## config.mk

```make
export PLATFORM = sky130hd
export DESIGN_NAME = magic_token_length_frame_receiver_top
export DESIGN_NICKNAME = d
export VERILOG_FILES = /design/src/hdl/mtlfr_pkg.sv /design/src/hdl/mtlfr_ram.sv /design/src/hdl/mtlfr_regs.sv /design/src/hdl/mtlfr_ctrl.sv /design/src/hdl/mtlfr_dp.sv /design/src/hdl/magic_token_length_frame_receiver_top.sv
export SDC_FILE = /design/constraint.sdc
export NUM_CORES = 1
export LEC_CHECK = 0
export ABC_AREA = 1
export BUFFER_PORTS_ARGS = -buffer_cell sky130_fd_sc_hd__buf_2
export CELL_PAD_IN_SITES_DETAIL_PLACEMENT = 1
export CELL_PAD_IN_SITES_GLOBAL_PLACEMENT = 1
export CORE_ASPECT_RATIO = 0.5
export CORE_MARGIN = 2
export CORE_UTILIZATION = 32
export DETAILED_ROUTE_END_ITERATION = 10
export PLACE_DENSITY_LB_ADDON = 0.15
export SLEW_MARGIN = 40
export SYNTH_ARGS = -nofsm -noshare
export SYNTH_HDL_FRONTEND = slang
export SYNTH_SLANG_ARGS = --single-unit
export TNS_END_PERCENT = 5
```

## constraint.sdc

```tcl
create_clock -name clk_i -period 2.7 [get_ports clk_i]
set_input_delay 0.405 -clock clk_i [delete_from_list [all_inputs] [get_ports clk_i]]
set_output_delay 0.405 -clock clk_i [all_outputs]
set_load 0.05 [all_outputs]
```

## src/hdl/mtlfr_pkg.sv

```systemverilog
// ----------------------------------------------------------------------------
// mtlfr_pkg
// Shared types and constants for the length-prefixed frame receiver.
// ----------------------------------------------------------------------------
package mtlfr_pkg;

  // payload buffer geometry
  localparam int unsigned BufferDepth = 64;
  localparam int unsigned IdxW        = $clog2(BufferDepth);
  // hard ceiling on a frame length: one entry short of the buffer
  localparam logic [7:0]  LimitMax    = 8'(BufferDepth - 1);

  // configuration port
  localparam int unsigned CfgAddrW    = 3;
  localparam logic [7:0]  MagicReset  = 8'hEF;
  localparam logic [5:0]  MaxPayReset = 6'd63;

  // register index, taken from paddr[2]
  typedef enum logic {
    REG_MAGIC = 1'b0,
    REG_MAXPAY = 1'b1
  } reg_idx_e;

  typedef enum logic [1:0] {
    KIND_DATA       = 2'd0,
    KIND_OVERLOAD   = 2'd1,
    KIND_UNEXPECTED = 2'd2
  } kind_e;

  typedef enum logic [2:0] {
    ST_HUNT,
    ST_TOKEN,
    ST_LENGTH,
    ST_CONTENT,
    ST_PRIME,
    ST_STREAM,
    ST_HALT
  } state_e;

  // controller -> datapath
  typedef struct packed {
    logic  restart;
    logic  cap_token;
    logic  cap_length;
    logic  wr_en;
    logic  err;
    kind_e err_kind;
    logic  rd_start;
    logic  rd_next;
    logic  stream_load;
  } ctrl_cmd_t;

  // datapath -> controller
  typedef struct packed {
    logic byte_is_magic;
    logic len_over;
    logic fill_over;
    logic fill_last;
    logic stream_last;
    logic out_free;
  } dp_stat_t;

endpackage

```

## src/hdl/mtlfr_ram.sv

```systemverilog
// ----------------------------------------------------------------------------
// mtlfr_ram
// Generic simple dual-port RAM, one write and one registered read port.
// ----------------------------------------------------------------------------
module mtlfr_ram #(
  parameter int unsigned Width = 8,
  parameter int unsigned Depth = 64
) (
  input  logic                     clk_i,
  input  logic                     we_i,
  input  logic [$clog2(Depth)-1:0] waddr_i,
  input  logic [Width-1:0]         wdata_i,
  input  logic                     re_i,
  input  logic [$clog2(Depth)-1:0] raddr_i,
  output logic [Width-1:0]         rdata_o
);

  logic [Width-1:0] mem_q [Depth];
  logic [Width-1:0] rdata_q;

  always_ff @(posedge clk_i) begin
    if (we_i) begin
      mem_q[waddr_i] <= wdata_i;
    end
    if (re_i) begin
      rdata_q <= mem_q[raddr_i];
    end
  end

  assign rdata_o = rdata_q;

endmodule

```

## src/hdl/mtlfr_regs.sv

```systemverilog
// ----------------------------------------------------------------------------
// mtlfr_regs
// APB-style configuration registers: magic byte and payload limit.
// ----------------------------------------------------------------------------
module mtlfr_regs
  import mtlfr_pkg::*;
(
  input  logic                clk_i,
  input  logic                rst_ni,
  input  logic                psel,
  input  logic                penable,
  input  logic                pwrite,
  input  logic [CfgAddrW-1:0] paddr,
  input  logic [31:0]         pwdata,
  output logic [31:0]         prdata,
  output logic                pready,
  output logic [7:0]          magic_o,
  output logic [5:0]          max_pay_o
);

  logic       wr;
  reg_idx_e   idx;
  logic [7:0] magic_q, magic_d;
  logic [5:0] max_pay_q, max_pay_d;

  assign pready = 1'b1;
  assign wr     = psel & penable & pwrite;
  // registers sit on a 4-byte stride, bit 2 picks one
  assign idx    = reg_idx_e'(paddr[2]);

  always_comb begin
    magic_d   = magic_q;
    max_pay_d = max_pay_q;
    if (wr) begin
      case (idx)
        REG_MAGIC:  magic_d   = pwdata[7:0];
        REG_MAXPAY: max_pay_d = pwdata[5:0];
        default: ;
      endcase
    end
  end

  always_comb begin
    case (idx)
      REG_MAGIC:  prdata = {24'd0, magic_q};
      REG_MAXPAY: prdata = {26'd0, max_pay_q};
      default:    prdata = '0;
    endcase
  end

  always_ff @(posedge clk_i or negedge rst_ni) begin
    if (!rst_ni) begin
      magic_q   <= MagicReset;
      max_pay_q <= MaxPayReset;
    end else begin
      magic_q   <= magic_d;
      max_pay_q <= max_pay_d;
    end
  end

  assign magic_o   = magic_q;
  assign max_pay_o = max_pay_q;

endmodule

```

## src/hdl/mtlfr_ctrl.sv

```systemverilog
// ----------------------------------------------------------------------------
// mtlfr_ctrl
// Frame parser and payload readout sequencer.
// ----------------------------------------------------------------------------
module mtlfr_ctrl
  import mtlfr_pkg::*;
(
  input  logic      clk_i,
  input  logic      rst_ni,
  input  logic      in_valid_i,
  input  logic      op_i,
  output logic      in_stall_o,
  input  dp_stat_t  stat_i,
  output ctrl_cmd_t cmd_o
);

  state_e state_q, state_d;
  logic   accept;

  // no input while the buffer drains or the output word is blocked
  assign in_stall_o = (state_q == ST_PRIME) || (state_q == ST_STREAM) || !stat_i.out_free;
  assign accept     = in_valid_i && !in_stall_o;

  // next state
  always_comb begin
    state_d = state_q;
    case (state_q)
      ST_HUNT: begin
        if (accept) state_d = stat_i.byte_is_magic ? ST_TOKEN : ST_HALT;
      end
      ST_TOKEN: begin
        if (accept) state_d = ST_LENGTH;
      end
      ST_LENGTH: begin
        if (accept) state_d = stat_i.len_over ? ST_HALT : ST_CONTENT;
      end
      ST_CONTENT: begin
        if (accept) begin
          if (stat_i.fill_over)      state_d = ST_HALT;
          else if (stat_i.fill_last) state_d = ST_PRIME;
        end
      end
      ST_PRIME:  state_d = ST_STREAM;
      ST_STREAM: begin
        if (stat_i.out_free && stat_i.stream_last) state_d = ST_HALT;
      end
      ST_HALT: ;
      default:   state_d = ST_HALT;
    endcase
    // restart wins in any state that takes input
    if (accept && op_i) state_d = ST_HUNT;
  end

  // commands
  always_comb begin
    cmd_o = '0;
    cmd_o.err_kind = KIND_DATA;
    case (state_q)
      ST_HUNT: begin
        if (accept && !op_i && !stat_i.byte_is_magic) begin
          cmd_o.err      = 1'b1;
          cmd_o.err_kind = KIND_UNEXPECTED;
        end
      end
      ST_TOKEN: begin
        cmd_o.cap_token = accept && !op_i;
      end
      ST_LENGTH: begin
        if (accept && !op_i) begin
          cmd_o.cap_length = 1'b1;
          if (stat_i.len_over) begin
            cmd_o.err      = 1'b1;
            cmd_o.err_kind = KIND_OVERLOAD;
          end
        end
      end
      ST_CONTENT: begin
        if (accept && !op_i) begin
          if (stat_i.fill_over) begin
            cmd_o.err      = 1'b1;
            cmd_o.err_kind = KIND_OVERLOAD;
          end else begin
            cmd_o.wr_en = 1'b1;
          end
        end
      end
      ST_PRIME:  cmd_o.rd_start = 1'b1;
      ST_STREAM: begin
        if (stat_i.out_free) begin
          cmd_o.stream_load = 1'b1;
          cmd_o.rd_next     = !stat_i.stream_last;
        end
      end
      ST_HALT: ;
      default: ;
    endcase
    cmd_o.restart = accept && op_i;
  end

  always_ff @(posedge clk_i or negedge rst_ni) begin
    if (!rst_ni) begin
      state_q <= ST_HUNT;
    end else begin
      state_q <= state_d;
    end
  end

endmodule

```

## src/hdl/mtlfr_dp.sv

```systemverilog
// ----------------------------------------------------------------------------
// mtlfr_dp
// Frame registers, payload buffer, readout counter and output word register.
// ----------------------------------------------------------------------------
module mtlfr_dp
  import mtlfr_pkg::*;
(
  input  logic       clk_i,
  input  logic       rst_ni,
  input  logic [7:0] rx_byte_i,
  input  logic [7:0] magic_i,
  input  logic [5:0] max_pay_i,
  input  ctrl_cmd_t  cmd_i,
  output dp_stat_t   stat_o,
  output logic       out_valid_o,
  input  logic       out_stall_i,
  output logic [1:0] kind_o,
  output logic [7:0] frame_token_o,
  output logic [7:0] payload_byte_o,
  output logic [5:0] byte_index_o,
  output logic [7:0] frame_length_o,
  output logic       last_o
);

  logic [7:0]      tok_q, tok_d;
  logic [7:0]      len_q, len_d;
  logic [IdxW-1:0] fill_q, fill_d;
  logic [IdxW-1:0] rd_idx_q, rd_idx_d;
  logic [IdxW-1:0] raddr;
  logic [7:0]      rdata;
  logic [7:0]      lim;
  logic [7:0]      max_pay_ext;
  logic            out_valid_q, out_valid_d;
  logic            load;

  kind_e      kind_q;
  logic [7:0] otok_q, obyte_q, olen_q;
  logic [5:0] oidx_q;
  logic       olast_q;

  // effective length limit: register value capped at LimitMax, one entry short of the buffer
  assign max_pay_ext = 8'(max_pay_i);
  assign lim         = (max_pay_ext > LimitMax) ? LimitMax : max_pay_ext;

  assign stat_o.byte_is_magic = (rx_byte_i == magic_i);
  assign stat_o.len_over      = (rx_byte_i > lim);
  assign stat_o.fill_over     = (8'(fill_q) >= len_q) || (8'(fill_q) == LimitMax);
  assign stat_o.fill_last     = ((8'(fill_q) + 8'd1) == len_q);
  assign stat_o.stream_last   = ((8'(rd_idx_q) + 8'd1) == len_q);
  assign stat_o.out_free      = !out_valid_q || !out_stall_i;

  always_comb begin
    tok_d    = tok_q;
    len_d    = len_q;
    fill_d   = fill_q;
    rd_idx_d = rd_idx_q;
    if (cmd_i.restart) begin
      tok_d  = '0;
      len_d  = '0;
      fill_d = '0;
    end
    if (cmd_i.cap_token)  tok_d  = rx_byte_i;
    if (cmd_i.cap_length) len_d  = rx_byte_i;
    if (cmd_i.wr_en)      fill_d = fill_q + IdxW'(1);
    if (cmd_i.rd_start)   rd_idx_d = '0;
    else if (cmd_i.rd_next) rd_idx_d = rd_idx_q + IdxW'(1);
  end

  always_ff @(posedge clk_i or negedge rst_ni) begin
    if (!rst_ni) begin
      tok_q       <= '0;
      len_q       <= '0;
      fill_q      <= '0;
      rd_idx_q    <= '0;
      out_valid_q <= 1'b0;
    end else begin
      tok_q       <= tok_d;
      len_q       <= len_d;
      fill_q      <= fill_d;
      rd_idx_q    <= rd_idx_d;
      out_valid_q <= out_valid_d;
    end
  end

  // read one entry ahead of the output word
  assign raddr = cmd_i.rd_start ? '0 : (rd_idx_q + IdxW'(1));

  mtlfr_ram #(
    .Width(8),
    .Depth(BufferDepth)
  ) u_buf (
    .clk_i  (clk_i),
    .we_i   (cmd_i.wr_en),
    .waddr_i(fill_q),
    .wdata_i(rx_byte_i),
    .re_i   (cmd_i.rd_start | cmd_i.rd_next),
    .raddr_i(raddr),
    .rdata_o(rdata)
  );

  assign load        = cmd_i.err | cmd_i.stream_load;
  assign out_valid_d = load | (out_valid_q & out_stall_i);

  always_ff @(posedge clk_i) begin
    if (cmd_i.err) begin
      kind_q  <= cmd_i.err_kind;
      otok_q  <= tok_q;
      obyte_q <= '0;
      oidx_q  <= '0;
      olen_q  <= cmd_i.cap_length ? rx_byte_i : len_q;
      olast_q <= 1'b1;
    end else if (cmd_i.stream_load) begin
      kind_q  <= KIND_DATA;
      otok_q  <= tok_q;
      obyte_q <= rdata;
      oidx_q  <= 6'(rd_idx_q);
      olen_q  <= len_q;
      olast_q <= stat_o.stream_last;
    end
  end

  assign out_valid_o    = out_valid_q;
  assign kind_o         = kind_q;
  assign frame_token_o  = otok_q;
  assign payload_byte_o = obyte_q;
  assign byte_index_o   = oidx_q;
  assign frame_length_o = olen_q;
  assign last_o         = olast_q;

endmodule

```

## src/hdl/magic_token_length_frame_receiver_top.sv

```systemverilog
// ----------------------------------------------------------------------------
// magic_token_length_frame_receiver_top
// Parses magic / token / length / payload frames from a byte stream and
// plays the buffered payload back as a run of words.
// ----------------------------------------------------------------------------
//
//   channel  dir  handshake               payload
//   -------  ---  ----------------------  -----------------------------------
//   in       in   in_valid_i / in_stall_o op_i, rx_byte_i
//   out      out  out_valid_o/out_stall_i kind_o, frame_token_o,
//                                         payload_byte_o, byte_index_o,
//                                         frame_length_o, last_o
//   cfg      in   psel/penable, pready=1  paddr, pwdata, prdata
//
// Timing:
//   - A header or payload byte, restart or ignored byte is taken whenever input is not stalled.
//   - The byte that completes a frame of N bytes starts a readout of N words:
//     the buffer's registered read port is primed first, then one word per
//     cycle while out_stall_i is low. Input is stalled meanwhile.
//   - An error word is loaded in the cycle its byte is accepted.
//   - Input stalls only while a word in the output register is itself stalled,
//     or during readout. No clearing pass after reset: buffer entries are
//     always written before they are read.
//
// After an error or a delivered frame the receiver stays halted and drops
// bytes until an item with op_i set restarts it.
// ----------------------------------------------------------------------------
module magic_token_length_frame_receiver_top
  import mtlfr_pkg::*;
(
  input  logic                clk_i,
  input  logic                rst_ni,
  // configuration
  input  logic                psel,
  input  logic                penable,
  input  logic                pwrite,
  input  logic [CfgAddrW-1:0] paddr,
  input  logic [31:0]         pwdata,
  output logic [31:0]         prdata,
  output logic                pready,
  // input words
  input  logic                in_valid_i,
  output logic                in_stall_o,
  input  logic                op_i,
  input  logic [7:0]          rx_byte_i,
  // output words
  output logic                out_valid_o,
  input  logic                out_stall_i,
  output logic [1:0]          kind_o,
  output logic [7:0]          frame_token_o,
  output logic [7:0]          payload_byte_o,
  output logic [5:0]          byte_index_o,
  output logic [7:0]          frame_length_o,
  output logic                last_o
);

  logic [7:0] magic;
  logic [5:0] max_pay;
  ctrl_cmd_t  cmd;
  dp_stat_t   stat;

  mtlfr_regs u_regs (
    .clk_i    (clk_i),
    .rst_ni   (rst_ni),
    .psel     (psel),
    .penable  (penable),
    .pwrite   (pwrite),
    .paddr    (paddr),
    .pwdata   (pwdata),
    .prdata   (prdata),
    .pready   (pready),
    .magic_o  (magic),
    .max_pay_o(max_pay)
  );

  // parse state machine and readout sequencing
  mtlfr_ctrl u_ctrl (
    .clk_i     (clk_i),
    .rst_ni    (rst_ni),
    .in_valid_i(in_valid_i),
    .op_i      (op_i),
    .in_stall_o(in_stall_o),
    .stat_i    (stat),
    .cmd_o     (cmd)
  );

  // frame registers, payload buffer and output word
  mtlfr_dp u_dp (
    .clk_i         (clk_i),
    .rst_ni        (rst_ni),
    .rx_byte_i     (rx_byte_i),
    .magic_i       (magic),
    .max_pay_i     (max_pay),
    .cmd_i         (cmd),
    .stat_o        (stat),
    .out_valid_o   (out_valid_o),
    .out_stall_i   (out_stall_i),
    .kind_o        (kind_o),
    .frame_token_o (frame_token_o),
    .payload_byte_o(payload_byte_o),
    .byte_index_o  (byte_index_o),
    .frame_length_o(frame_length_o),
    .last_o        (last_o)
  );

endmodule

```

Yosys cells after proc, flatten, opt, wreduce, memory -nomap -nowiden
Memories as Yosys holds them, arrays and structs flattened. A register that Yosys moved wholly into a read port is not among the register bits.
Cells that the tools add are included.
{"block": "word_totals", "register_bits": 79, "ramBits": 512, "in_bits": 51, "out_inout_bits": 68, "word_cells": 115, "n_memories": 1}
{"memory": "u_dp.u_buf.mem_q", "depth": 64, "width": 8, "rd": 1, "rd_ports_with_merged_regs": 1, "wr": 1, "line_no": "mtlfr_ram.sv:18", "source": "logic [Width-1:0] mem_q [Depth];"}
{"block": "op_classes", "add_sub_neg": 4, "magnitude_cmp": 3, "eq_ne": 17, "muxes": 44, "bitwise": 7, "reduce_logical": 25}
{"operator": "$mux W8", "count": 8}
{"operator": "$pmux W32 S2", "count": 1}
{"operator": "$mux W3", "count": 14}
{"operator": "$mux W6", "count": 6}
{"operator": "$eq A8 B8 Y1", "count": 3}
{"operator": "$pmux W3 S7", "count": 1}
{"operator": "$add A6 B1 Y7 const B", "count": 2}
{"operator": "$add A6 B1 Y6 const B", "count": 2}
{"operator": "$ne A3 B2 Y1 const B", "count": 4}
{"operator": "$reduce_bool A2 Y1", "count": 5}
{"operator": "$eq A3 B3 Y1 const B", "count": 3}
{"operator": "$pmux W3 S3", "count": 1}
{"operator": "$ge A6 B8 Y1", "count": 1}
{"operator": "$gt A8 B8 Y1", "count": 1}
{"operator": "$mux W1", "count": 8}
{"operator": "$mux W2", "count": 4}
{"operator": "$logic_not A1 Y1", "count": 7}
{"operator": "$reduce_and A7 Y1", "count": 1}
{"operator": "$eq A3 B2 Y1 const B", "count": 2}
{"operator": "$eq A6 B6 Y1 const B", "count": 1}
{"operator": "$gt A6 B6 Y1 const B", "count": 1}
{"operator": "$logic_and A1 B1 Y1", "count": 5}
{"operator": "$logic_or A1 B1 Y1", "count": 4}
{"operator": "$mux W4", "count": 1}
{"operator": "other kinds (9)", "count": 14}

Longest topological paths before layout
{"block": "depth", "ltp_word": 12, "ltp_mapped": 16, "depth_no_buf": 16}

By module
Synthesis repeated with hierarchy kept, for this count alone.
{"block": "hier_totals", "hier_cells": 2345, "hier_area_um2": 25778.5}
{"module": "mtlfr_ram", "instances": 1, "cells_each": 1805, "area_each_um2": 21419.3, "seq_area_each_um2": 15615.0}
{"module": "mtlfr_dp", "instances": 1, "cells_each": 352, "area_each_um2": 3027.9, "seq_area_each_um2": 1566.5}
{"module": "mtlfr_regs", "instances": 1, "cells_each": 115, "area_each_um2": 883.3, "seq_area_each_um2": 366.6}
{"module": "mtlfr_ctrl", "instances": 1, "cells_each": 73, "area_each_um2": 447.9, "seq_area_each_um2": 75.1}

Worst setup path after synthesis
No wires, ideal clock.
{"block": "synth_timing", "path_kind": "register to register", "startpoint": "register u_dp.fill_q[0]", "endpoint": "memory u_dp.u_buf.mem_q[40][0] (enable)", "setup_ns": 0.370, "arrival_ns": 2.173, "t_required_ns": 2.330, "slack_ns": 0.156, "path_stages_with_launch": 12, "path_buffers": 0, "period_less_slack_ns": 2.544, "path_cell_list": "dfrtp_1 > inv_1 > ha_1 > nand2_1 > nor2_1 > nand2_1 > nand4_1 > nor2_2 > nand2_2 > nor2_4 > nand3_2 > nor2_1"}
{"block": "synth_via", "elab_chain_len": 7, "word_cells_on_any_way": 8, "classes_between": "order compare: 1; eq/ne: 1; mux: 5; reduce/logical: 1"}
{"item": "from (decl)", "line_no": "mtlfr_dp.sv:27", "source": "logic [IdxW-1:0] fill_q, fill_d;"}
{"item": "from (signal assigned)", "line_no": "mtlfr_dp.sv:79", "source": "fill_q <= fill_d;"}
{"item": "$ge A6 B8 Y1 or $eq A6 B6 Y1 (tied branches)", "line_no": "mtlfr_dp.sv:47", "source": "assign stat_o.fill_over = (8'(fill_q) >= len_q) || (8'(fill_q) == LimitMax);"}
{"item": "$logic_or A1 B1 Y1", "line_no": "mtlfr_dp.sv:47"}
{"item": "$mux W1", "line_no": "mtlfr_ctrl.sv:79", "source": "if (stat_i.fill_over) begin"}
{"item": "$mux W4", "line_no": "mtlfr_ctrl.sv:78", "source": "if (accept && !op_i) begin"}
{"item": "$mux W1", "line_no": "mtlfr_ctrl.sv:58", "source": "case (state_q)"}
{"item": "$mux W1", "line_no": "mtlfr_ram.sv:22", "source": "if (we_i) begin"}
{"item": "$mux W1 (not written as such)", "line_no": "mtlfr_ram.sv:23", "source": "mem_q[waddr_i] <= wdata_i;"}
{"item": "to (decl)", "line_no": "mtlfr_ram.sv:18"}
Several ways; a longest one is shown, not always the timed one.

Final worst setup path
{"block": "layout_timing", "startpoint": "register u_dp.rd_idx_q[0]", "endpoint": "register u_dp.u_buf.rdata_q[0] (netlist: u_dp.u_buf.rdata_o[0]), read port of u_dp.u_buf.mem_q, data pin"}
{"block": "layout_via", "elab_chain_len": 6, "word_cells_on_any_way": 8, "classes_between": "add/sub: 2; eq/ne: 1; mux: 3; bitwise: 1; reduce/logical: 1"}
{"item": "from (decl)", "line_no": "mtlfr_dp.sv:28", "source": "logic [IdxW-1:0] rd_idx_q, rd_idx_d;"}
{"item": "from (signal assigned)", "line_no": "mtlfr_dp.sv:80", "source": "rd_idx_q <= rd_idx_d;"}
{"item": "$add A6 B1 Y7", "line_no": "mtlfr_dp.sv:49", "source": "assign stat_o.stream_last = ((8'(rd_idx_q) + 8'd1) == len_q);"}
{"item": "$eq A8 B8 Y1", "line_no": "mtlfr_dp.sv:49"}
{"item": "$logic_not A1 Y1", "line_no": "mtlfr_ctrl.sv:91", "source": "cmd_o.rd_next = !stat_i.stream_last;"}
{"item": "$mux W2", "line_no": "mtlfr_ctrl.sv:89", "source": "if (stat_i.out_free) begin"}
{"item": "$mux W2", "line_no": "mtlfr_ctrl.sv:58"}
{"item": "$or A1 B1 Y1", "line_no": "mtlfr_dp.sv:96", "source": ".re_i (cmd_i.rd_start | cmd_i.rd_next),"}
{"item": "to (decl)", "line_no": "mtlfr_ram.sv:19", "source": "logic [Width-1:0] rdata_q;"}
Several ways; a longest one is shown, not always the timed one.
A chain may end at the register's enable or synchronous reset.

==> summary.md <==
| Metric | Value |
|---|---|
| Status | finished clean |
| Slowest stage delay, CP | 0.49 ns |
| Die height | 204 um |
| Final Hold Fails | 0 |
| Slew headroom | 46.1% |
| Crit path time final | 2.62 ns |
| CTS tree | built |
| Most frequent cells in the layout | 538 x edfxtp_1, 296 x nand2_1, 281 x nor2_1, 243 x nand3_1, 185 x inv_1 |
| Ys Warns | 0 |
| Post-layout util | 39.2% |
| Row cnt | 73 |
| Clk_lat worst skew | 0.64 ns |
| Area of the mapped netlist | 25700 um^2 |
| Sequential-to-total area share from yosys stat | 68.7% |
| WP buf/inv | 3 |
| Wirelength, routed | 81.6 mm |
| Met3 Use GR | 3.24% |
| Most frequent CP cell | nand3_1 |
| Worst-path cell chain | buf_4 > inv_4 > nand2_8 > buf_6 > or2_2 > o211ai_2 > nand3_1 > nand3_1 > nand3_1 > nand3_2 > nand2_1 |
| Hold EP | u_dp.tok_q[6] |
| Largest net degree at the start of global routing | 73 |
| Worst Hold Class | primary input to flop |
| Fin crit share | 97.0% |
| Max H-tree Level | 2 |
| Number of DRC markers in iteration 0 | 1265 |
| Worst-Margin Slew | 0.809 ns |
| Hold Path Cell Cnt | 3 |
| Most used DFF post-synth | edfxtp_1 |
| Layout cells sized above 1 | 19.0% |
| Share of synthesized registers carrying an async set or reset | 7.68% |
| Worst EP arrival | 2.98 ns |
| Syn_area_per_cell | 11.4 um^2 |
| Gr busiest metal | met2 |
| Met2 usage | 30.7% |
| Drt via density | 4.93 |
| Hold path startpoint | rx_byte_i[6] |
| Share of the synthesized area in the top cell type | 63.0% |
| Worst VDD drop | 0.597 mV |
| Area delta synth->final | 21.2% |
| Most common cell after layout, fill and taps aside | edfxtp_1 |
| Clock sink count | 599 |
| Clock root cell | clkbuf_16 |
| CP delay by family, top | simple AND/OR/NAND/NOR gates |
| Post-Synthesis Cells | 2251 |
| Reg clk slew, reported paths | 0.07 ns |
| # setup viols final | 0 |
| Leak pwr | 11.6 nW |
| Input/output buffers | 67 |
| Post-DP HPWL | 52.8 mm |
| Crit-path max FO | 18 |
| Fin. max-slew vios | 0 |
| Global-route wire length before repair | 120 mm |
| Yosys top cell by area | edfxtp_1 |
| Worst-path cell with the longest stage delay | dfrtp_4 |
| Initial antenna violation count | 4 |
| All-layer global routing usage | 19.6% |
| RSZ-0062 raised after global routing | true |
| Core area | 79400 um^2 |
| Placer's final routability congestion estimate | 0.795 |
| Wire per inst | 22.6 um |
| Startpoint types | flop |
| Placed Instances | 3475 |
| Top Ports | 119 |
| Layout Nets | 2567 |
| Remaining Overflow, GRT | 0 |
| Reg2Reg Depth | 11 |
| Post-synth EDFFs | 538 |
| Crit end category | flop |
| Reg2reg setup slack | 0.08 ns |
| Synthesized flop and latch total | 599 |
| Layout Skew | 0.0249 ns |
| Met1 usage | 28.2% |
| Router iterations before antenna repair | 5 |
| Post-synthesis cell type count | 39 |
| FF-to-FF Start | u_dp.rd_idx_q[0] |
| Power per Cell Area | 1100 nW/um^2 |
| # DRC | 0 |
| # fillers | 8591 |
| CTS max path bufs | 3 |
| Critical Path RT | 3.06 ns |
| Setup CP Type | flop to flop |
| Vias in the first global route | 18.1k |
| Area contributors post-synth | edfxtp_1 63%, nand3_1 4.9%, nand2_1 4.4%, nor2_1 4.3%, o211ai_1 3.6% |
| Chip width | 404 um |
| Max_cap viols | 0 |
| Die area | 82600 um^2 |
| Final antenna-violating net count | 0 |
| Fmax | 382 MHz |
| Final non-filler cell total | 3602 |
| Initial Utilization | 32.3% |
| CTS buffer count | 58 |
| Total number of vias | 17.7k |
| Reg2reg end | u_dp.u_buf.rdata_o[0] |
[flip-flops by register name (all words and copies together), names as in the netlist]
name	flops
u_dp.u_buf.rdata_o	8
u_dp.u_buf.mem_q	512
u_dp.len_q	8
u_dp.tok_q	8
u_dp.byte_index_o	6
u_dp.fill_q	6
u_ctrl.state_q	3
u_dp.kind_o	2
u_dp.out_valid_o	1
u_dp.frame_length_o	8
u_dp.last_o	1
u_regs.max_pay_o	6
u_regs.magic_o	8
u_dp.rd_idx_q	6
u_dp.frame_token_o	8
u_dp.payload_byte_o	8
[worst reg2reg max path: stages, from the launching register on]
cell,delay [ns]
dfrtp_4,0.49
buf_4,0.17
inv_4,0.16
nand2_8,0.16
buf_6,0.23
or2_2,0.30
o211ai_2,0.06
nand3_1,0.10
nand3_1,0.15
nand3_1,0.21
nand3_2,0.21
nand2_1,0.12
[synthesized netlist by cell type, types with 7 or more instances]
master / number
nand4_1: 13
buf_6: 7
dfrtp_1: 33
inv_1: 185
buf_2: 59
o22ai_1: 9
or2_2: 14
edfxtp_1: 538
o21ai_0: 178
buf_4: 38
nor2_1: 296
o211ai_2: 11
inv_2: 10
dfxtp_1: 15
nand3_1: 250
o21ai_1: 28
dfstp_2: 13
o211ai_1: 123
ha_1: 14
a21oi_1: 42
nand2_1: 298
clkbuf_1: 35
[logic make-up after synthesis]
logic type | count (synthesis) | share of synthesized area [%]
simple gates | 901 | 15.2
flops | 599 | 68.7
compound gates | 397 | 9.37
buf+inv | 337 | 5.98
fa+ha+maj | 14 | 0.683
other cells | 2 | 0.0293
xor+xnor | 1 | 0.0341
[power breakdown]
part	switching, mW	internal (mW)
logic	9.99	5.17
registers	0.248	10.6
clock network	3.68	4.63
[final cells by class]
cell class              count  area (um^2)  area share [%]
inverters                 195          742            2.39
repair buffers            309         2770            8.90
diodes                      2         5.00          0.0161
flip-flops and latches    599        17600            56.7
well taps                1050         1310            4.23
multi-input cells        1339         6720            21.6
clock buffers              79         1710            5.50
clock inverters            29          203           0.652
[layer usage]
| layer | vias up | wire length [um] | part of all wire, % |
|---|---|---|---|
| met5 | - | 13 | 0.016 |
| met4 | 2 | 1750 | 2.2 |
| met3 | 106 | 3930 | 4.8 |
| met2 | 348 | 36300 | 44 |
| met1 | 8902 | 39600 | 49 |
| li1 | 8388 | - | - |
[metrics by stage]
| step | setup WS (ns) | hold WS [ns] | setup TNS (ns) | cell area [um^2] | power (mW) |
|---|---|---|---|---|---|
| 3_5_place_dp | -0.00378 | 0.419 | -0.00378 | 28700 | 25.8 |
| 3_3_place_gp | 0.00221 | 0.440 | 0 | 28700 | 25.6 |
| 6_report | 0.0808 | 0.165 | 0 | 31100 | 34.3 |
| 2_1_floorplan | 0.156 | 0.109 | 0 | 25700 | 19.6 |
| 4_1_cts | 0.0211 | 0.140 | 0 | 30700 | 34.2 |
| 5_1_grt | -0.0382 | 0.186 | -1.11 | 31100 | 36.5 |
[worst max-delay path by stage]
stage / depth (start not counted) / slack [ns] / startpoint / end
global placement: 11 / 0.002 / u_dp.rd_idx_q[0] / u_dp.u_buf.rdata_o[7]
detailed placement: 10 / -0.004 / u_dp.rd_idx_q[0] / u_dp.u_buf.rdata_o[0]
floorplan: 11 / 0.16 / u_dp.fill_q[0] / u_dp.u_buf.mem_q[40][0]
global route: 12 / -0.04 / u_dp.len_q[5] / u_dp.u_buf.mem_q[22][6]
CTS: 11 / 0.02 / u_dp.rd_idx_q[0] / u_dp.u_buf.rdata_o[7]
finish: 11 / 0.08 / u_dp.rd_idx_q[0] / u_dp.u_buf.rdata_o[0]
[what timing repair did]
item / in CTS / in global routing
pin swaps: 1 / 3
hold buffers: 9 / 0
cloned: 0 / 4
buffers inserted: 0 / 4
resized for setup: 4 / 64
endpoints found under the setup margin: 5 / 233
hold endpoints to repair: 46 / 0
Power figures use the tool's default switching activity.
